[config.mk]
export PLATFORM = sky130hd
export DESIGN_NAME = pkrl_ram
export DESIGN_NICKNAME = d
export VERILOG_FILES = /design/src/hw/rtl/pkrl_ram.sv
export SDC_FILE = /design/constraint.sdc
export NUM_CORES = 2
export LEC_CHECK = 0
export BUFFER_PORTS_ARGS = -buffer_cell sky130_fd_sc_hd__buf_2
export CAP_MARGIN = 20
export CORE_ASPECT_RATIO = 1.1
export CORE_MARGIN = 5
export CORE_UTILIZATION = 40
export CTS_CLUSTER_SIZE = 8
export DETAILED_ROUTE_END_ITERATION = 10
export PLACE_DENSITY = 0.67
export SYNTH_ARGS = -nofsm -noshare
export SYNTH_HDL_FRONTEND = slang
export SYNTH_SLANG_ARGS = --single-unit
export TNS_END_PERCENT = 20
[constraint.sdc]
create_clock -name clk -period 2.6 [get_ports clk]
set_clock_uncertainty 0.15 [all_clocks]
set_input_delay 0.78 -clock clk [delete_from_list [all_inputs] [get_ports clk]]
set_output_delay 0.78 -clock clk [all_outputs]
set_load 0.005 [all_outputs]
[src/hw/rtl/pkrl_ram.sv]
`default_nettype none
module pkrl_ram #(
	parameter int unsigned WIDTH = 8,
	parameter int unsigned DEPTH = 256,
	localparam int unsigned AW = $clog2(DEPTH)
) (
	input  wire logic             clk,
	input  wire logic             we,
	input  wire logic [AW-1:0]    waddr,
	input  wire logic [WIDTH-1:0] wdata,
	input  wire logic [AW-1:0]    raddr,
	output logic      [WIDTH-1:0] rdata
);

	logic [WIDTH-1:0] mem [DEPTH];

	always_ff @(posedge clk) begin
		if (we) begin
			mem[waddr] <= wdata;
		end
		rdata <= mem[raddr];
	end

endmodule
`default_nettype wire

==> run_results.csv <==
group,metric,value,unit
outcome,status,"complete, but fails checks",
outcome,violations,"negative setup slack",
clock_network,cts_tree,"built",
synth,synth-edff-count,2048,
critical_path,cp.required,3.23,ns
worst_hold_path,min_path_type,"in -> reg",
synth,ys_seq_area_share,77.5,%
clock_network,cts_setup_buffers,0,
critical_path,r2r_end,"rdata[1]$_DFF_P_",
global_route,grt_pass1_wl,300000,um
die,core_area,198000,um^2
die,initial_utilization,40.2,%
route,drtPass1Iterations,6,
power_and_ir_drop,powerDensity,771,nW/um^2
critical_path,r2r_setup_slack,0.08,ns
critical_path,path_cells,"buf_8, buf_16, buf_12, mux4_2, a22oi_1, a31oi_1, nor4_2, buf_4, nor4_1",
sta,timing.final.ws_setup,-0.0160,ns
route,viasPerCell,5.74,
route,drt-total-wl,205000,um
critical_path,crit_type,"in -> reg",
route,post_drt_wl_per_cell,28.1,um
die,die_area,208000,um^2
critical_path,max_stage_delay,0.55,ns
sta,relSlewSlack,45.4,%
placed_design,gp_congestion,0.870,
sta,slew_violations,0,
cells_and_area,layout.nets,4657,
clock_network,clkLatencyLatePin,0.91,ns
synth,synth_fp_nets,3759,
clock_network,cts_sinks,2056,
critical_path,crit_fanout,22,
synth,yosys.cell_types.count,55,
clock_network,clk_pin_slew,0.05,ns
synth,syn_area,79600,um^2
sta,fmax,0.382,GHz
sta,worst_pin_slew,0.815,ns
clock_network,cts_root_buffer,"clkbuf_16",
sta,rsz0062_at_grt,"true",
critical_path,crit_path_start,"raddr[0]",
sta,fin_setup_tns,-0.0160,ns
synth,ys.flop_type,"edfxtp_1",
clock_network,cts.path.max_buffers,4,
critical_path,timing.rr.start,"mem[66][1]$_DFFE_PP_",
cells_and_area,drive_gt1_share,35.1,%
placed_design,dp_hpwl,133000,um
critical_path,crit_end,"rdata[3]$_DFF_P_",
clock_network,holdBufCountCts,0,
sta,timing.final.crit_share,101,%
run,maxCapViolCount,0,
route,ant_nets,0,
sta,hold_viol_final,0,
placed_design,pre_cts_slack,-1.17,ns
synth,async_reset_ff_share,0,%
critical_path,critPathLaunchType,"primary input",
critical_path,arrival,3.24,ns
cells_and_area,final_cell_mix,"2048 x edfxtp_1, 687 x buf_4, 454 x mux4_2",
sta,setup_violations,1,
power_and_ir_drop,cellLeakagePower,31.9,nW
critical_path,slowest_stage,"mux4_2",
die,fp.dieW,435,um
die,io_pins,34,
critical_path,endpoint_kind,"register",
placed_design,portBuffers,33,
cells_and_area,layout.cells.most_common,"edfxtp_1",
die,fp.dieH,478,um
power_and_ir_drop,ir_worst_vdd,0.000674,V
global_route,antenna_found_initial,14,
power_and_ir_drop,power,74.9,mW
critical_path,r2r_cells,6,
route,drtIter0Drc,4785,
synth,yosys_warnings,0,
global_route,grt_overflow,0,
cells_and_area,area_growth,22.1,%
global_route,grt_usage,19.6,%
synth,postSynthCellCount,3733,
global_route,grt_max_degree,105,
clock_network,numCtsBuffers,307,
synth,post_synth.cell_area_avg,21.3,um^2
route,vias,41800,
clock_network,htreeDepth,5,
global_route,grt_pass1_vias,43300,
die,fp-row-count,171,
synth,synth_seq_cells,2056,
route,drc,0,
sta,timing.final.crit_period,2.62,ns
## sequential cells by signal, summed over array words and instances (netlist names)
register	cells
rdata	8
mem	2048
## worst min path at each step
stage	from	endpoint	slack, ns	cells past startpoint
floorplan	mem[40][3]$_DFFE_PP_	rdata[3]$_DFF_P_	0.62	6
global placement	mem[106][2]$_DFFE_PP_	rdata[2]$_DFF_P_	0.91	7
detailed placement	mem[106][2]$_DFFE_PP_	rdata[2]$_DFF_P_	0.89	7
CTS	wdata[7]	mem[93][7]$_DFFE_PP_	0.03	1
global route	wdata[7]	mem[92][7]$_DFFE_PP_	0.05	1
finish	wdata[7]	mem[93][7]$_DFFE_PP_	0.09	1
## cell families after synthesis
kind of cell,synth area share (%)
buf+inv,1.83
mux,14.6
flops,77.5
compound gates,3.42
simple gates,2.63
## stage by stage
stage / utilization (%) / hold slack, ns / instance area (um^2) / std cells
2_1_floorplan: - / 0.620 / 79800 / 3733
3_3_place_gp: 45.0 / 0.910 / 88900 / 6917
3_5_place_dp: 45.0 / 0.894 / 88900 / 6917
4_1_cts: 49.1 / 0.0311 / 97100 / 7278
5_1_grt: 49.1 / 0.0505 / 97200 / 7283
6_report: 49.1 / 0.0938 / 97200 / 7286
## synthesized netlist by cell type (3+ instances only)
cell type,instances,share of area (%)
o22ai_1,28,0.22
nor4_1,24,0.19
o21ai_0,10,0.063
mux2i_1,134,1.7
o32ai_1,4,0.044
clkbuf_1,111,0.52
buf_2,31,0.20
nand3_1,34,0.21
edfxtp_1,2048,77
o22a_1,5,0.055
o221ai_1,46,0.51
a22o_1,8,0.088
a22oi_1,133,1.3
and2_1,6,0.047
nor3_1,22,0.14
a211oi_1,16,0.15
buf_6,21,0.30
buf_8,13,0.25
a221oi_1,13,0.14
o211ai_1,10,0.094
nor4_2,3,0.047
nand2_1,33,0.16
a21oi_1,96,0.60
nor2_1,282,1.3
nand4_1,10,0.079
buf_1,22,0.10
buf_12,8,0.20
dfxtp_1,8,0.20
nor2b_1,31,0.24
nand2b_1,8,0.063
buf_4,27,0.25
or2_2,4,0.031
mux4_2,454,13
## final cells by class
| class | count | area (um^2) |
|---|---|---|
| diodes | 8 | 20.0 |
| clock buffers | 355 | 8050 |
| clock inverters | 6 | 52.6 |
| fillers | 15700 | 101000 |
| inverters | 2 | 7.51 |
| multi-input cells | 1442 | 16600 |
| flip-flops and latches | 2056 | 61700 |
| well taps | 2595 | 3250 |
| repair buffers | 822 | 7490 |
## report_power, final
part	internal [mW]	total [mW]	switching [mW]
clock network	21.4	34.2	12.9
registers	36.6	36.7	0.0808
logic	1.65	3.93	2.28
total	59.6	74.9	15.2
## routing by layer
metal | routed length (um) | track usage [%]
met2 | 102000 | 32.5
met3 | 16500 | 3.79
met1 | 77800 | 25.5
met4 | 8010 | 8.03
met5 | 100 | 0
## worst max-delay path: cells and delay by family
family / cells / cell delay, ns
and+or+nand+nor: 2 / 0.54
AOI/OAI and AO/OA: 2 / 0.44
muxes: 1 / 0.55
buffers and inverters: 4 / 0.86
## what timing repair did
action | 4_1_cts | 5_1_grt
gates resized for setup | 13 | 12
gates cloned | 0 | 0
endpoints found under the setup margin | 9 | 6
pin swaps | 1 | 1
(Power assumes the default switching activity.)
