--- src/hw/rtl/pkrl_pkg.sv ---
`default_nettype none
package pkrl_pkg;

	localparam int unsigned TABLE_ENTRIES_DEF = 256;

	localparam logic [7:0]  BURST_COUNT_RST    = 8'd3;
	localparam logic [31:0] BURST_WINDOW_RST   = 32'd60000;
	localparam logic [31:0] LIMIT_INTERVAL_RST = 32'd5000;

	localparam int unsigned APB_AW = 4;
	localparam int unsigned APB_DW = 32;

	localparam logic [1:0] FUNC_CHECK     = 2'd0;
	localparam logic [1:0] FUNC_FLUSH_ONE = 2'd1;
	localparam logic [1:0] FUNC_FLUSH_ALL = 2'd2;

	typedef struct packed {
		logic [7:0]  burst_count;
		logic [31:0] burst_window_ms;
		logic [31:0] limit_interval_ms;
	} cfg_t;

	// first member sits in the high bits: func ends up at bit 0
	typedef struct packed {
		logic [31:0] now_ms;
		logic [63:0] client_key;
		logic [1:0]  func;
	} req_t;

	typedef struct packed {
		logic       evicted;
		logic [7:0] attempt_count;
		logic       found;
		logic       accepted;
	} res_t;

	typedef struct packed {
		logic        valid;
		logic [7:0]  count;
		logic [31:0] time_ms;
		logic [63:0] key;
	} entry_t;

	localparam int unsigned REQ_W      = $bits(req_t);
	localparam int unsigned RES_W      = $bits(res_t);
	localparam int unsigned ENTRY_W    = $bits(entry_t);
	localparam int unsigned S_TDATA_W  = ((REQ_W + 7) / 8) * 8;
	localparam int unsigned M_TDATA_W  = ((RES_W + 7) / 8) * 8;

endpackage
`default_nettype wire

--- src/hw/rtl/pkrl_engine.sv ---
`default_nettype none
module pkrl_engine #(
	parameter int unsigned TABLE_ENTRIES = pkrl_pkg::TABLE_ENTRIES_DEF,
	localparam int unsigned AW = $clog2(TABLE_ENTRIES)
) (
	input  wire logic            clk,
	input  wire logic            arst_n,
	input  wire pkrl_pkg::cfg_t  cfg,
	input  wire logic            req_valid,
	output logic                 req_ready,
	input  wire pkrl_pkg::req_t  req,
	output logic                 res_valid,
	input  wire logic            res_ready,
	output pkrl_pkg::res_t       res,
	output logic                 mem_we,
	output logic [AW-1:0]        mem_waddr,
	output pkrl_pkg::entry_t     mem_wdata,
	output logic [AW-1:0]        mem_raddr,
	input  wire pkrl_pkg::entry_t mem_rdata
);

	localparam logic [AW-1:0] LAST_IDX = AW'(TABLE_ENTRIES - 1);

	localparam logic [2:0] ST_CLEAR = 3'd0;
	localparam logic [2:0] ST_IDLE  = 3'd1;
	localparam logic [2:0] ST_SCAN  = 3'd2;
	localparam logic [2:0] ST_FINAL = 3'd3;
	localparam logic [2:0] ST_OUT   = 3'd4;

	logic [2:0]     state_q;
	logic [AW-1:0]  addr_q;
	logic           issue_done_q;
	logic           item_q;
	logic           rd_vld_s1;
	logic           rd_last_s1;
	logic [AW-1:0]  rd_idx_s1;
	logic           hit_q;
	logic           free_q;

	pkrl_pkg::req_t req_q;
	pkrl_pkg::res_t res_q;
	logic [AW-1:0]  hit_idx_q;
	logic [31:0]    hit_time_q;
	logic [7:0]     hit_count_q;
	logic [AW-1:0]  free_idx_q;
	logic [31:0]    old_age_q;
	logic [AW-1:0]  old_idx_q;
	logic           found_q;

	// per-entry evaluation during the walk
	logic           is_check;
	logic [31:0]    age_e;
	logic           key_eq;
	logic           stale_e;
	logic           clr_e;

	// final update of the selected slot
	logic [31:0]    age_h;
	logic           live_h;
	logic [7:0]     cnt_inc;
	logic [7:0]     fin_count;
	logic [31:0]    fin_time;
	logic           fin_acc;
	logic [AW-1:0]  fin_slot;
	logic           fin_evict;

	assign req_ready = (state_q == ST_IDLE);
	assign res_valid = (state_q == ST_OUT);
	assign res       = res_q;
	assign mem_raddr = addr_q;

	assign is_check = (req_q.func == pkrl_pkg::FUNC_CHECK);
	assign age_e    = req_q.now_ms - mem_rdata.time_ms;
	assign key_eq   = (mem_rdata.key == req_q.client_key);
	assign stale_e  = (age_e > cfg.burst_window_ms);
	assign clr_e    = rd_vld_s1 && mem_rdata.valid &&
		(is_check ? (!key_eq && stale_e) : (key_eq && !hit_q));

	assign age_h   = req_q.now_ms - hit_time_q;
	assign live_h  = hit_q && (age_h <= cfg.burst_window_ms);
	assign cnt_inc = (hit_count_q == 8'hFF) ? hit_count_q : hit_count_q + 8'd1;

	always_comb begin
		fin_count = 8'd0;
		fin_time  = req_q.now_ms;
		fin_acc   = 1'b1;
		fin_slot  = hit_idx_q;
		fin_evict = 1'b0;
		if (live_h) begin
			if (age_h < cfg.burst_window_ms) begin
				fin_count = cnt_inc;
				if (cnt_inc >= cfg.burst_count && age_h < cfg.limit_interval_ms) begin
					fin_time = hit_time_q;
					fin_acc  = 1'b0;
				end else if (cnt_inc < cfg.burst_count) begin
					fin_time = hit_time_q;
				end
			end
		end else if (!hit_q) begin
			fin_slot  = free_q ? free_idx_q : old_idx_q;
			fin_evict = !free_q;
		end
	end

	always_comb begin
		mem_we    = 1'b0;
		mem_waddr = addr_q;
		mem_wdata = '0;
		unique case (state_q)
			ST_CLEAR: begin
				mem_we = 1'b1;
			end
			ST_SCAN: begin
				mem_we    = clr_e;
				mem_waddr = rd_idx_s1;
			end
			ST_FINAL: begin
				mem_we            = is_check;
				mem_waddr         = fin_slot;
				mem_wdata.valid   = 1'b1;
				mem_wdata.count   = fin_count;
				mem_wdata.time_ms = fin_time;
				mem_wdata.key     = req_q.client_key;
			end
			default: ;
		endcase
	end

	always_ff @(posedge clk or negedge arst_n) begin
		if (!arst_n) begin
			state_q      <= ST_CLEAR;
			addr_q       <= '0;
			issue_done_q <= 1'b0;
			item_q       <= 1'b0;
			rd_vld_s1    <= 1'b0;
			hit_q        <= 1'b0;
			free_q       <= 1'b0;
		end else begin
			rd_vld_s1 <= 1'b0;
			unique case (state_q)
				ST_CLEAR: begin
					if (addr_q == LAST_IDX) begin
						state_q <= item_q ? ST_OUT : ST_IDLE;
						item_q  <= 1'b0;
						addr_q  <= '0;
					end else begin
						addr_q <= addr_q + 1'b1;
					end
				end
				ST_IDLE: begin
					if (req_valid) begin
						addr_q       <= '0;
						issue_done_q <= 1'b0;
						hit_q        <= 1'b0;
						free_q       <= 1'b0;
						unique case (req.func) inside
							pkrl_pkg::FUNC_CHECK, pkrl_pkg::FUNC_FLUSH_ONE: state_q <= ST_SCAN;
							pkrl_pkg::FUNC_FLUSH_ALL: begin
								state_q <= ST_CLEAR;
								item_q  <= 1'b1;
							end
							default: state_q <= ST_OUT;
						endcase
					end
				end
				ST_SCAN: begin
					rd_vld_s1 <= !issue_done_q;
					if (!issue_done_q) begin
						if (addr_q == LAST_IDX) begin
							issue_done_q <= 1'b1;
						end else begin
							addr_q <= addr_q + 1'b1;
						end
					end
					if (rd_vld_s1 && mem_rdata.valid && key_eq && (is_check || !hit_q)) begin
						hit_q <= 1'b1;
					end
					if (rd_vld_s1 && is_check && !free_q && (!mem_rdata.valid || clr_e)) begin
						free_q <= 1'b1;
					end
					if (rd_vld_s1 && rd_last_s1) begin
						state_q <= ST_FINAL;
					end
				end
				ST_FINAL: begin
					state_q <= ST_OUT;
				end
				ST_OUT: begin
					if (res_ready) begin
						state_q <= ST_IDLE;
						addr_q  <= '0;
					end
				end
				default: state_q <= ST_IDLE;
			endcase
		end
	end

	always_ff @(posedge clk) begin
		rd_idx_s1  <= addr_q;
		rd_last_s1 <= (addr_q == LAST_IDX);
		if (state_q == ST_IDLE && req_valid) begin
			req_q <= req;
			res_q <= '0;
		end
		if (state_q == ST_SCAN && rd_vld_s1) begin
			if (mem_rdata.valid && key_eq) begin
				if (is_check) begin
					hit_idx_q   <= rd_idx_s1;
					hit_time_q  <= mem_rdata.time_ms;
					hit_count_q <= mem_rdata.count;
				end else if (!hit_q) begin
					found_q <= !stale_e;
				end
			end
			if (is_check && !free_q && (!mem_rdata.valid || clr_e)) begin
				free_idx_q <= rd_idx_s1;
			end
			if (rd_idx_s1 == '0 || age_e > old_age_q) begin
				old_age_q <= age_e;
				old_idx_q <= rd_idx_s1;
			end
		end
		if (state_q == ST_FINAL) begin
			if (is_check) begin
				res_q.accepted      <= fin_acc;
				res_q.found         <= live_h;
				res_q.attempt_count <= live_h ? fin_count : 8'd0;
				res_q.evicted       <= fin_evict;
			end else begin
				res_q.accepted      <= 1'b0;
				res_q.found         <= hit_q && found_q;
				res_q.attempt_count <= 8'd0;
				res_q.evicted       <= 1'b0;
			end
		end
	end

endmodule
`default_nettype wire

--- config.mk ---
export PLATFORM = sky130hd
export DESIGN_NAME = pkrl_engine
export DESIGN_NICKNAME = d
export VERILOG_FILES = /design/src/hw/rtl/pkrl_pkg.sv /design/src/hw/rtl/pkrl_engine.sv
export SDC_FILE = /design/constraint.sdc
export NUM_CORES = 1
export LEC_CHECK = 0
export BUFFER_PORTS_ARGS = -buffer_cell sky130_fd_sc_hd__buf_2
export CAP_MARGIN = 20
export CELL_PAD_IN_SITES_DETAIL_PLACEMENT = 2
export CELL_PAD_IN_SITES_GLOBAL_PLACEMENT = 2
export CORE_UTILIZATION = 31
export CTS_BUF_LIST = sky130_fd_sc_hd__clkbuf_2
export CTS_CLUSTER_SIZE = 16
export DETAILED_ROUTE_END_ITERATION = 10
export GPL_ROUTABILITY_DRIVEN = 1
export HOLD_SLACK_MARGIN = 0.02
export PLACE_DENSITY_LB_ADDON = 0.12
export SYNTH_ARGS = -nofsm -noshare
export SYNTH_HDL_FRONTEND = slang
export SYNTH_SLANG_ARGS = --single-unit
--- constraint.sdc ---
create_clock -name clk -period 6.6 [get_ports clk]
set_input_delay 0.99 -clock clk [delete_from_list [all_inputs] [get_ports clk]]
set_output_delay 0.99 -clock clk [all_outputs]
set_load 0.01 [all_outputs]
==> impl_metrics.env <==
export IMPL_status="finished with violations"
export IMPL_violations="setup timing"
export IMPL_fill_cells=5479
export IMPL_hold_viol=0
export IMPL_async_flop_share_pct=6.93
export IMPL_dr_max_layer_used="met5"
export IMPL_pwr_share_seq_pct=32.8
export IMPL_period_needed_ps=7130
export IMPL_synth_top_cell_by_area="edfxtp_1"
export IMPL_min_period_over_period_pct=108
export IMPL_fin_worst_skew_ps=118
export IMPL_clock_path_buffers=3
export IMPL_avgSynthCellArea_um2=9.90
export IMPL_synth_seq_cells=231
export IMPL_die_area_mm2=0.0525
export IMPL_die_h_um=229
export IMPL_synth_flop_cell="edfxtp_1"
export IMPL_worstSetupPathType="register to primary output"
export IMPL_clkPwrFrac_pct=19.5
export IMPL_dp_cells=2700
export IMPL_power_frac_comb_pct=47.8
export IMPL_die_x_um=229
export IMPL_clkLatencyLatePin_ps=1100
export IMPL_drc=0
export IMPL_vias_per_cell=4.97
export IMPL_first_iter_violations=474
export IMPL_setup_viol=41
export IMPL_wl_per_cell_um=21.7
export IMPL_first_global_vias=16800
export IMPL_ant_nets=0
export IMPL_cts_tree="done"
export IMPL_multi_input_area_mm2=0.00916
export IMPL_ff_latch_area_mm2=0.00677
export IMPL_antenna_found_initial=12
export IMPL_syn_nets=2094
export IMPL_critPathArrivalTime_ps=6140
export IMPL_syn_to_final_growth_pct=37.0
export IMPL_startpoint_type="register"
export IMPL_crit_required_ps=5610
export IMPL_timing_slew_headroom_pct=36.1
export IMPL_tightest_slew_ps=959
export IMPL_ir_drop_v=0.000149
export IMPL_pin_count=414
export IMPL_synth_area_leaders="edfxtp_1 39%, ha_1 16%, xnor2_1 5.3%"
export IMPL_dp_hpwl_um=47700
export IMPL_grt_max_degree=75
export IMPL_yosys_warnings=0
export IMPL_yosysSeqAreaShare_pct=42.3
export IMPL_yosys_area_top_type_share_pct=38.7
export IMPL_overflow=0
export IMPL_cts_buffers=71
export IMPL_final_common_cell="buf_2"
export IMPL_swShare_pct=42.4
export IMPL_hp_class="primary input to register"
export IMPL_leakage_nw=10.2
export IMPL_wirelength_um=64100
export IMPL_syn_inst=1614
export IMPL_synth_edf_count=206
export IMPL_total_power_w=0.00633
export IMPL_wl_met3_um=3410
export IMPL_rsz0062_at_grt="yes"
export IMPL_fin_cells=2946
export IMPL_cts_htree_levels=3
export IMPL_max_cap_violations=0
export IMPL_post_route_util_pct=43.4
export IMPL_cp_end_kind="primary output"
export IMPL_start_util_pct=31.7
export IMPL_grt_first_pass_wirelength_um=97100
export IMPL_coreArea_mm2=0.0505
export IMPL_synth_area_mm2=0.0160
export IMPL_layout_nets=2700
export IMPL_cts_clk_slew_worst_paths_ps=110
export IMPL_powerDensity_mw_per_mm2=289
export IMPL_port_buffers=413
export IMPL_ys_types=63
export IMPL_max_freq_ghz=0.140
export IMPL_drt_pre_antenna_iters=4
export IMPL_drive_gt1_share_pct=32.5
export IMPL_via_count=14600
export IMPL_internal_power_w=0.00365
export IMPL_layout_setup_ws_ps=-532
export IMPL_rows=82
export IMPL_slew_viol_final=0
export IMPL_crit_fanout=7
export IMPL_gp_congestion=0.851
export IMPL_cts_num_sinks=231
export IMPL_route_met2_wl_um=33500
export IMPL_track_usage_pct=24.2
export IMPL_met1_length_um=25300
export IMPL_cts_root_buffer="clkbuf_2"
export IMPL_p_sw_w=0.00268
export IMPL_whs_ps=134
export IMPL_final_cell_mix="398 x buf_2, 206 x edfxtp_1, 193 x ha_1"
[cells in the mapped netlist, drive strengths merged (3+ instances only)]
library cell,count
or4,3
edfxtp,206
a21o,67
o311a,3
o21a,23
nand3,61
and3,14
o211ai,7
nand4,50
a211oi,6
a211o,3
xnor2,97
clkbuf,28
inv,196
mux2i,20
dfxtp,9
a21oi,84
nand2,98
nor2,76
and2,67
nor3,25
a31oi,12
xor2,23
nand2b,17
o21bai,4
o31ai,9
ha,199
dfrtp,16
buf,8
a21boi,3
a2111oi,3
o21ai,117
nor2b,18
or2,6
o31a,3
nor4,10
[kinds of logic after synthesis]
logic type | share of synthesized area (%)
AOI/OAI and AO/OA | 14.1
xor gates and xnor gates | 6.58
adders and majority gates | 15.8
muxes | 1.32
DFF | 42.3
and+or+nand+nor | 14.3
buffers and inverters | 5.49
[area by class of cell]
cell class                      count  share of cell area, %
Antenna cell                        7                 0.0800
Clock buffer                      101                   2.31
Clock inverter                     19                  0.640
Inverter                          196                   3.41
Multi-Input combinational cell   1151                   41.8
Sequential cell                   231                   30.9
Tap cell                          672                   3.84
Timing Repair Buffer              569                   17.0
[worst max-delay path: stages (launching register included)]
cell and delay, ps:
edfxtp_1 440, inv_1 90, ha_1 230, nor2b_1 150
o31a_1 310, o2111ai_2 270, a21o_1 190, a31oi_2 110
o21ai_1 170, buf_4 170, a21oi_4 70, o21ai_2 220
mux2i_1 240, nand3_2 130, buf_4 160, ha_1 320
nand3_1 80, or4_4 480, o21ai_2 130, a41o_1 160
a21oi_4 90, o21a_4 270, buf_8 160, buf_16 150
o21ai_4 160, buf_6 120
[what timing repair did]
| action | 4_1_cts | 5_1_grt |
|---|---|---|
| endpoints found under the hold margin | 90 | 0 |
| hold buffers | 75 | 0 |
| buffers inserted | 25 | 20 |
| pin swaps | 65 | 70 |
| gates resized for setup | 118 | 82 |
| cloned | 5 | 0 |
| setup endpoints to repair | 41 | 41 |
[layer usage]
metal,vias up,global-route usage (%)
met4,12,7.08
met2,371,45.0
met5,-,0
met3,100,6.39
met1,7139,26.6
li1,7018,-
[power by group through the flow]
stage | Combinational [W] | Clock, W | Sequential (W)
floorplan | 0.00177 | 0 | 0.00203
global placement | 0.00266 | 0 | 0.00209
detailed placement | 0.00275 | 0 | 0.00210
CTS | 0.00295 | 0.00127 | 0.00207
global route | 0.00336 | 0.00135 | 0.00210
finish | 0.00303 | 0.00123 | 0.00207
[final timing paths]
kind	to	slack, ps	cells past startpoint	from
worst max-delay path	mem_wdata[68]	-530	25	hit_time_q[1]
worst min-delay path	req_q[87]	130	1	req[87]
worst max register to register	old_age_q[5]	1150	22	req_q[68]
worst min register to register	rd_vld_s1	490	1	issue_done_q
max in group asynchronous	free_q	5810	2	arst_n
min in group asynchronous	state_q[2]	370	2	arst_n
[flip-flops by register name, indices dropped and copies added, names as in the netlist, 3 cells and up]
register and count:
mem_raddr 8, old_idx_q 8, hit_time_q 32, hit_count_q 8, hit_idx_q 8, rd_idx_s1 8, old_age_q 32, state_q 3
free_idx_q 8, res 11, req_q 98
[metrics by stage]
step           area, um^2  setup WS [ps]  TNS, ps
6_report            21900           -532   -17730
5_1_grt             21900           -933   -34550
4_1_cts             21400           -764   -26120
3_5_place_dp        19100          -99.4     -158
3_3_place_gp        19100          -13.4    -13.4
2_1_floorplan       16000            636        0
(Power assumes the default switching activity.)
