[config.mk]
export PLATFORM = sky130hd
export DESIGN_NAME = pkrl_cfg
export DESIGN_NICKNAME = d
export VERILOG_FILES = /design/src/hw/rtl/pkrl_pkg.sv /design/src/hw/rtl/pkrl_cfg.sv
export SDC_FILE = /design/constraint.sdc
export NUM_CORES = 1
export LEC_CHECK = 0
export ABC_AREA = 1
export BUFFER_PORTS_ARGS = -buffer_cell sky130_fd_sc_hd__buf_2
export CAP_MARGIN = 20
export CORE_AREA = 2 2 70 122
export DETAILED_ROUTE_END_ITERATION = 8
export DIE_AREA = 0 0 72 124
export GPL_TIMING_DRIVEN = 0
export PLACE_DENSITY = 0.75
export SYNTH_ARGS = -nofsm -noshare
export SYNTH_HDL_FRONTEND = slang
export SYNTH_SLANG_ARGS = --single-unit
[constraint.sdc]
create_clock -name clk -period 1 [get_ports clk]
set_clock_uncertainty 0.2 [all_clocks]
set_input_delay 0.2 -clock clk [delete_from_list [all_inputs] [get_ports clk]]
set_output_delay 0.2 -clock clk [all_outputs]
set_load 0.05 [all_outputs]
[src/hw/rtl/pkrl_pkg.sv]
`default_nettype none
package pkrl_pkg;

	localparam int unsigned TABLE_ENTRIES_DEF = 256;

	localparam logic [7:0]  BURST_COUNT_RST    = 8'd3;
	localparam logic [31:0] BURST_WINDOW_RST   = 32'd60000;
	localparam logic [31:0] LIMIT_INTERVAL_RST = 32'd5000;

	localparam int unsigned APB_AW = 4;
	localparam int unsigned APB_DW = 32;

	localparam logic [1:0] FUNC_CHECK     = 2'd0;
	localparam logic [1:0] FUNC_FLUSH_ONE = 2'd1;
	localparam logic [1:0] FUNC_FLUSH_ALL = 2'd2;

	typedef struct packed {
		logic [7:0]  burst_count;
		logic [31:0] burst_window_ms;
		logic [31:0] limit_interval_ms;
	} cfg_t;

	// first member sits in the high bits: func ends up at bit 0
	typedef struct packed {
		logic [31:0] now_ms;
		logic [63:0] client_key;
		logic [1:0]  func;
	} req_t;

	typedef struct packed {
		logic       evicted;
		logic [7:0] attempt_count;
		logic       found;
		logic       accepted;
	} res_t;

	typedef struct packed {
		logic        valid;
		logic [7:0]  count;
		logic [31:0] time_ms;
		logic [63:0] key;
	} entry_t;

	localparam int unsigned REQ_W      = $bits(req_t);
	localparam int unsigned RES_W      = $bits(res_t);
	localparam int unsigned ENTRY_W    = $bits(entry_t);
	localparam int unsigned S_TDATA_W  = ((REQ_W + 7) / 8) * 8;
	localparam int unsigned M_TDATA_W  = ((RES_W + 7) / 8) * 8;

endpackage
`default_nettype wire

[src/hw/rtl/pkrl_cfg.sv]
`default_nettype none
module pkrl_cfg (
	input  wire logic                         clk,
	input  wire logic                         arst_n,
	input  wire logic                         psel,
	input  wire logic                         penable,
	input  wire logic                         pwrite,
	input  wire logic [pkrl_pkg::APB_AW-1:0]  paddr,
	input  wire logic [pkrl_pkg::APB_DW-1:0]  pwdata,
	output logic      [pkrl_pkg::APB_DW-1:0]  prdata,
	output logic                              pready,
	output pkrl_pkg::cfg_t                    cfg
);

	localparam logic [1:0] REG_BURST_COUNT    = 2'd0;
	localparam logic [1:0] REG_BURST_WINDOW   = 2'd1;
	localparam logic [1:0] REG_LIMIT_INTERVAL = 2'd2;

	pkrl_pkg::cfg_t cfg_q;
	logic [1:0]     reg_idx;
	logic           wr_en;

	assign reg_idx = paddr[3:2];
	assign pready  = 1'b1;
	assign wr_en   = psel && penable && pwrite && pready;
	assign cfg     = cfg_q;

	always_ff @(posedge clk or negedge arst_n) begin
		if (!arst_n) begin
			cfg_q.burst_count       <= pkrl_pkg::BURST_COUNT_RST;
			cfg_q.burst_window_ms   <= pkrl_pkg::BURST_WINDOW_RST;
			cfg_q.limit_interval_ms <= pkrl_pkg::LIMIT_INTERVAL_RST;
		end else if (wr_en) begin
			unique case (reg_idx)
				REG_BURST_COUNT:    cfg_q.burst_count       <= pwdata[7:0];
				REG_BURST_WINDOW:   cfg_q.burst_window_ms   <= pwdata;
				REG_LIMIT_INTERVAL: cfg_q.limit_interval_ms <= pwdata;
				default: ;
			endcase
		end
	end

	always_comb begin
		unique case (reg_idx)
			REG_BURST_COUNT:    prdata = {24'd0, cfg_q.burst_count};
			REG_BURST_WINDOW:   prdata = cfg_q.burst_window_ms;
			REG_LIMIT_INTERVAL: prdata = cfg_q.limit_interval_ms;
			default:            prdata = '0;
		endcase
	end

endmodule
`default_nettype wire

==> impl_summary.md, run 1 <==
GRT
The maximum number of pins on one net before global-route repair is 73. The global-route wire length before repair is 19800 um. The initial antenna violation count came to 0. The global routing usage summed across all routing layers is 29.4%. The aggregate global routing overflow is 0. The via count of the first global-routing pass is 3994.

Clock network
The number of sinks on the clock net is 72. The insertion delay to the later sink of the worst-skew pair is 0.34 ns. The clock passes through at most 2 buffers. The tree is rooted in a sky130_fd_sc_hd__clkbuf_16. TritonCTS built the clock tree. After clock tree synthesis, the clock-pin slew on the worst setup and hold paths is 0.05 ns.

The number of clock buffers inserted by TritonCTS is 9. The maximum level of the CTS H-tree is 3. The number of hold buffers added after CTS was 32.

Placed design
The congestion estimate from routability-driven global placement came to 0.813. The worst slack at placement is -0.648 ns. Once detailed placement completed, the half-perimeter wirelength came to 7400 um. The count of input and output buffers is 142. The count of placed standard cells including taps is 662.

Layout
The final antenna diode count is 0. The fraction of final layout cells sized beyond drive strength 1 is 63.0%. The area added between synthesis and finish is 110%. The post-layout net count is 697. The number of cells in the finished layout apart from fillers is 750. The register with the most flip-flops in the layout has 72 of them.

The final core utilization is 88.2%. The number of fill cells is 319.

STA
The worst pin sits at a relative slew slack of 55.8%. Setup violations remaining at the end of the flow were counted as 130. The fraction of the cycle the final worst path needs is 161%.

Setup repair after global routing could not meet its margin everywhere. The final worst hold slack is -0.341 ns. The worst setup slack after layout is -0.607 ns.

Timing would allow up to 622 MHz. The final max-slew violation count is 0. The count of final hold-check violations is 58. Subtracting the final worst setup slack from the clock period gives between 1.5 and 2 ns. For the pin with the worst max-slew slack, the measured transition is 0.663 ns.

Floorplan
The die area is 0.00893 mm2. The core outline area is 0.00791 mm2. From left edge to right edge, the die measures 72 um. The die is 124 um tall.

The number of standard-cell rows in the floorplan is 43. For this configuration, the core starts out at a cell density of a little over two fifths. For this design the top-level I/O count stands at 146.

Setup path
The signal on the critical path passes through nand2_2, nand2_4, buf_8. The data required time at the worst endpoint is approximately 0.60 ns. Together, buffers and inverters on the worst path number 1. The gate family responsible for the most delay along the worst path is flip-flops. The data arrival time at the worst-slack endpoint is ~1.2 ns. The worst-path maximum fanout is 3.

The element type at the critical path end is a primary output. The category of the most critical setup path is register to primary output. STA classifies the critical path startpoint as a register. In this design, the stage delay of the slowest critical-path cell is 0.57 ns. The slowest stage cell on the critical path is sky130_fd_sc_hd__dfstp_2.

Synthesis
Counting every net in the synthesized netlist gives around 470. The total of flip-flops plus latches after synthesis is between 70 and 80. After synthesis, the mean cell area works out to 7.72 um2. Synthesis produced a netlist whose cell count is 430. The Yosys warning count is 0. Yosys mapped the design onto 14 distinct sky130hd cell types. The cell area after technology mapping is around 0.0033 mm2. Sequential cells were found to cover 54.8% of the synthesized design area.

Drt
The final wirelength is 15700 um. For this run, design rule violations remaining after detail routing come to 0. The routed wire length per instance is 20.9 um.

After the first detailed-routing iteration, the DRC count stood at 390. The post-route antenna net violation count is 0. The final route contains between 4000 and 5000 vias. Using the TritonRoute via totals, the vias-per-cell ratio works out to roughly 5.5. Before antenna repair, the detailed router went through 5 iterations.

Pwr
The total design power is 14.6 mW. The worst-case IR drop observed on VDD is 0.00178 V. Power spread over the standard cell area amounts to 2090 mW/mm2.

The leakage power figure is roughly 3.5 nW.

Status
The flow ran to the end, but the final reports show violations. The checks that failed: negative hold slack, negative setup slack.

Job
Across the run, the number of max-cap violations was 0.

Min path
The worst hold path belongs to the class input port to async pin.
==> worst paths after layout <==
kind                                     start                   to  slack [ns]  cells past startpoint
max in group asynchronous               arst_n  cfg[66]$_DFFE_PN0P_        0.43                      1
max                        cfg[12]$_DFFE_PN1P_           prdata[12]       -0.61                      3
max reg2reg                cfg[38]$_DFFE_PN1P_  cfg[38]$_DFFE_PN1P_       -0.12                      4
min                                     arst_n  cfg[59]$_DFFE_PN0P_       -0.34                      1
min reg2reg                cfg[43]$_DFFE_PN1P_  cfg[43]$_DFFE_PN1P_        0.28                      2
min in group clk                       penable  cfg[64]$_DFFE_PN1P_        0.09                      5
==> cells in the mapped netlist <==
library cell / count / area share [%]
sky130_fd_sc_hd__conb_1: 1 / 0.11
sky130_fd_sc_hd__dfstp_2: 14 / 11
sky130_fd_sc_hd__nand3_1: 8 / 1.2
sky130_fd_sc_hd__dfrtp_1: 58 / 44
sky130_fd_sc_hd__nand2_4: 2 / 0.68
sky130_fd_sc_hd__nor2_2: 2 / 0.38
sky130_fd_sc_hd__buf_6: 9 / 3.1
sky130_fd_sc_hd__nand2_1: 314 / 36
sky130_fd_sc_hd__nor2_4: 3 / 1.0
sky130_fd_sc_hd__nand3_2: 1 / 0.30
sky130_fd_sc_hd__nand2_2: 3 / 0.57
sky130_fd_sc_hd__buf_2: 6 / 0.90
sky130_fd_sc_hd__buf_4: 4 / 0.90
sky130_fd_sc_hd__inv_2: 5 / 0.57
==> timing repair <==
| action | 4_1_cts | 5_1_grt |
|---|---|---|
| gates resized for setup | 264 | 91 |
| buffers inserted | 17 | 21 |
| gates cloned | 2 | 7 |
| setup endpoints to repair | 118 | 223 |
| hold endpoints to repair | 130 | 58 |
| pin swaps | 49 | 21 |
==> area by class of cell <==
class / count / area (um2) / share of cell area (%)
Timing Repair Buffer: 215 / 2460 / 35.3
Multi-Input combinational cell: 334 / 1920 / 27.6
Sequential cell: 72 / 1890 / 27.1
Clock buffer: 15 / 268 / 3.84
Buffer: 19 / 267 / 3.82
Inverter: 5 / 53.8 / 0.771
Tap cell: 90 / 113 / 1.61
==> stage by stage <==
stage	area [um2]	setup TNS (ns)
floorplan	3910	-11.49
global placement	4730	-106.38
detailed placement	4730	-61.74
CTS	6400	-40.74
global route	6980	-46.33
finish	6980	-43.86
==> layer usage <==
metal	share of wire, %	GRT usage, %	vias to the layer above
met1	33	32.1	2039
met3	4.8	5.18	76
met4	5.8	15.2	0
met2	56	53.5	230
met5	0	0	-
li1	-	-	1749
==> worst register-to-register path: cells and delay by family (launching register included) <==
family        cells  cell delay, ns
buf+inv           2            0.20
flops             1            0.55
simple gates      2            0.11
==> cells by family (layout without fill, tap and decap cells) <==
logic type             Yosys count  in the layout  synth area share (%)
DFF                             72             72                  54.8
buffers and inverters           24            254                  5.43
and+or+nand+nor                333            333                  39.7
other                            1              1                 0.113
==> power breakdown <==
part / total (mW) / internal [mW] / switching (mW)
Clock: 2.99 / 1.81 / 1.18
Combinational: 7.06 / 2.74 / 4.32
Sequential: 4.52 / 3.70 / 0.817
==> cell usage in the layout, fill, tap and decap left out, types with 14 or more instances in the layout <==
| cell type | n |
|---|---|
| sky130_fd_sc_hd__buf_2 | 27 |
| sky130_fd_sc_hd__clkbuf_16 | 15 |
| sky130_fd_sc_hd__nand2_1 | 207 |
| sky130_fd_sc_hd__buf_4 | 18 |
| sky130_fd_sc_hd__buf_8 | 51 |
| sky130_fd_sc_hd__dlygate4sd3_1 | 31 |
| sky130_fd_sc_hd__nand2_4 | 29 |
| sky130_fd_sc_hd__nand2_2 | 77 |
| sky130_fd_sc_hd__dfrtp_2 | 58 |
| sky130_fd_sc_hd__buf_6 | 90 |
| sky130_fd_sc_hd__dfstp_2 | 14 |
Note: power is estimated with default switching activity, not from simulation.
==> inputs of run 2 (changes only) <==
==> constraint.sdc (replaced) <==
create_clock -name clk -period 1 [get_ports clk]
set_clock_uncertainty 0.2 [all_clocks]
set_input_delay 0 -clock clk [delete_from_list [all_inputs] [get_ports clk]]
set_output_delay 0 -clock clk [all_outputs]
set_load 0.05 [all_outputs]
==> impl_summary.md, run 2 (synthesis gave the netlist of run 1 again) <==
Status
The flow ran to the end, but the final reports show violations. The final reports fail on negative hold slack, negative setup slack.

GRT
The via count of the first global-routing pass is 3777. The aggregate global routing overflow is 0. The global-route wire length before repair is between 15000 and 20000 um. The initial antenna violation count was 2. The global-route met1 utilization is 29.4%.

For this run, global-route usage on met3 was measured as 5.10%. The maximum number of pins on one net before global-route repair is 73. met2 is the most crowded layer. The global-route met2 utilization is 52.1%.

In the global route stage, overall resource usage came out at between 20% and 30%.

Setup path
The worst reg-to-reg setup slack is -0.09 ns. Counting both buffers and inverters, the worst setup path holds a total of 1. The largest individual stage delay along the critical path comes from the cell sky130_fd_sc_hd__dfstp_2.

Broken down by cell family, the worst path's largest delay share belongs to flip-flops. Data on the critical path arrives at its endpoint at 1.19 ns. The critical path ends at prdata[8]. The end of the worst register-to-register path is cfg[9]$_DFFE_PN1P_. The start of the worst register-to-register path is cfg[9]$_DFFE_PN1P_. The worst-case reg-to-reg path depth is 4. The largest single stage delay on the critical path is 0.56 ns. The critical path is of the register to primary output type. Walking the worst path, the cells encountered are nand2_2, nand2_4, buf_8.

The element type at the critical path end is a primary output. The data required time at the worst endpoint is 0.80 ns. The worst setup path is launched from a register. The worst-path maximum fanout is 2. The critical path crosses 3 cells after its start point. The first element of the critical path is cfg[8]$_DFFE_PN1P_.

Pwr
The share of total power in the clock network is a little over a fifth. In this run the power density over the cells is ~2300 mW/mm2. Summed over all nets, the switching power comes to 6.25 mW. The worst-case vdd ir drop is 0.00136 V. The proportion of power drawn by combinational gates is about 49%. The share of total power consumed by net switching is 42.0%. For this design the static power due to leakage is roughly 3.3 nW. The internal power is 8.63 mW. The relative contribution of sequential cells to total power is 30.0%.

STA
The final max-slew violation count came to 0. After layout, the minimum clock period comes to 1.39 ns. The pin slew with the least headroom to its limit is 0.903 ns. The count of final hold-check violations is 72. Hold timing on the final database bottoms out at a slack of -0.433 ns. The worst setup slack after layout is -0.386 ns. The fraction of the cycle the final worst path needs is 139%. The number of setup violations in the final report is about 110. Timing would allow up to 721 MHz. Setup repair after global routing could not meet its margin everywhere. The worst pin sits at a relative slew slack of 39.8%.

Clock network
The number of clock buffers inserted by TritonCTS is 9. The clock transition at the register clock pins on the worst setup and hold paths after CTS is 0.05 ns. The maximum level of the CTS H-tree is 3. The root buffer cell is sky130_fd_sc_hd__clkbuf_16. The number of sinks on the clock net is 72. Hold repair after CTS inserted 32 buffers. The maximum buffer depth of the clock tree is 2. The clock tree from TritonCTS is built. The insertion delay to the later sink of the worst-skew pair is between 0.3 and 0.4 ns.

Drt
In this run the remaining antenna-violating nets after routing total 0. The routed layout has 3836 vias. The routed wire length per instance is around 19 um. The final layout contains routed wiring with a total length of between 10000 and 15000 um.

The post-route DRC violation count is 0. The number of optimization iterations in the first detailed-route pass is 4. Dividing the detail-routed via count by the number of cells gives 5.13. The violation count after the first detailed-route iteration is 279.

Placed design
The post-detailed-placement half-perimeter wirelength is around 7000 um. Once placement finished, the instance area stood at 0.00459 mm2. The count of input and output buffers is 142.

The final RePlAce weighted congestion is 0.782.

Floorplan
The horizontal extent of the die is between 70 and 80 um. The initial standard-cell utilization of the core is between 40% and 50%. The die is approximately 120 um tall.

The core outline area is about 0.0079 mm2. The die area is 0.00893 mm2. The initialized floorplan defines 43 standard-cell rows. In this run the count of I/O pins placed on the die edge is 146.

Layout
The post-layout net count is 692. The number of fill cells is between 400 and 500. The finished cells cover 0.00659 mm2. Compared with the post-synthesis result, the final layout area differs by 98.5%. The most frequent standard cell in the layout excluding fill and tap cells is sky130_fd_sc_hd__nand2_1. In the final layout, the share of cells above drive strength 1 is about 60%. The register with the most flip-flops in the layout has 72 of them. The sequential standard cell area is 0.00189 mm2. The multi-input combinational cells in the finished layout cover a total of 0.00177 mm2. In the layout the commonest cells are sky130_fd_sc_hd__nand2_1 (231), sky130_fd_sc_hd__buf_6 (91), sky130_fd_sc_hd__nand2_2 (58), sky130_fd_sc_hd__dfrtp_2 (58), sky130_fd_sc_hd__buf_8 (56).

Min path
The kind of path behind the tightest hold check is input port to async pin.

Job
The count of max-cap constraint violations is 0.
[run 2: power groups by stage]
stage | Sequential [mW] | Combinational, mW | Clock, mW
after floorplan | 6.35 | 1.56 | 0
after global placement | 4.24 | 4.77 | 0
after CTS | 4.40 | 6.21 | 3.21
final | 4.46 | 7.23 | 3.19
after detailed placement | 4.28 | 4.84 | 0
after global routing | 4.50 | 7.48 | 3.36
[run 2: metal layers]
layer / part of all wire (%) / vias up
li1: - / 1728
met1: 33 / 1896
met2: 58 / 165
met3: 3.9 / 47
met4: 4.2 / 0
met5: 0 / -
[run 2: cell type report]
| type | count | share of cell area, % |
|---|---|---|
| Timing Repair Buffer | 210 | 34.8 |
| Sequential cell | 72 | 28.7 |
| Multi-Input combinational cell | 334 | 26.9 |
| Clock buffer | 15 | 4.52 |
| Buffer | 19 | 2.85 |
| Tap cell | 90 | 1.71 |
| Inverter | 5 | 0.285 |
| Clock inverter | 1 | 0.114 |
| Antenna cell | 2 | 0.0760 |
[run 2: metrics by stage]
| step | cells | setup WS (ns) | setup TNS (ns) | total power [mW] | util [%] |
|---|---|---|---|---|---|
| after global placement | 662 | -0.747 | -64.65 | 9.01 | 58.0 |
| after global routing | 748 | -0.412 | -25.07 | 15.3 | 83.3 |
| after CTS | 716 | -0.377 | -20.29 | 13.8 | 76.9 |
| after floorplan | 430 | -0.146 | -2.90 | 7.92 | - |
| final | 748 | -0.386 | -23.19 | 14.9 | 83.3 |
| after detailed placement | 662 | -0.444 | -22.08 | 9.11 | 58.0 |
[run 2: how the worst min path moves through the flow]
stage	from	end	slack, ns
floorplan	arst_n	cfg[0]$_DFFE_PN0P_	-0.50
detailed placement	arst_n	cfg[6]$_DFFE_PN0P_	-0.02
finish	arst_n	cfg[4]$_DFFE_PN0P_	-0.43
global placement	pwdata[15]	cfg[47]$_DFFE_PN1P_	0.01
global route	arst_n	cfg[4]$_DFFE_PN0P_	-0.35
CTS	arst_n	cfg[6]$_DFFE_PN0P_	-0.37
[run 2: what timing repair did]
item / CTS / global route
pin swaps: 26 / 20
cloned: 0 / 0
setup buffers: 6 / 31
gates resized for setup: 262 / 73
hold endpoints to repair: 130 / 64
endpoints found under the setup margin: 105 / 110
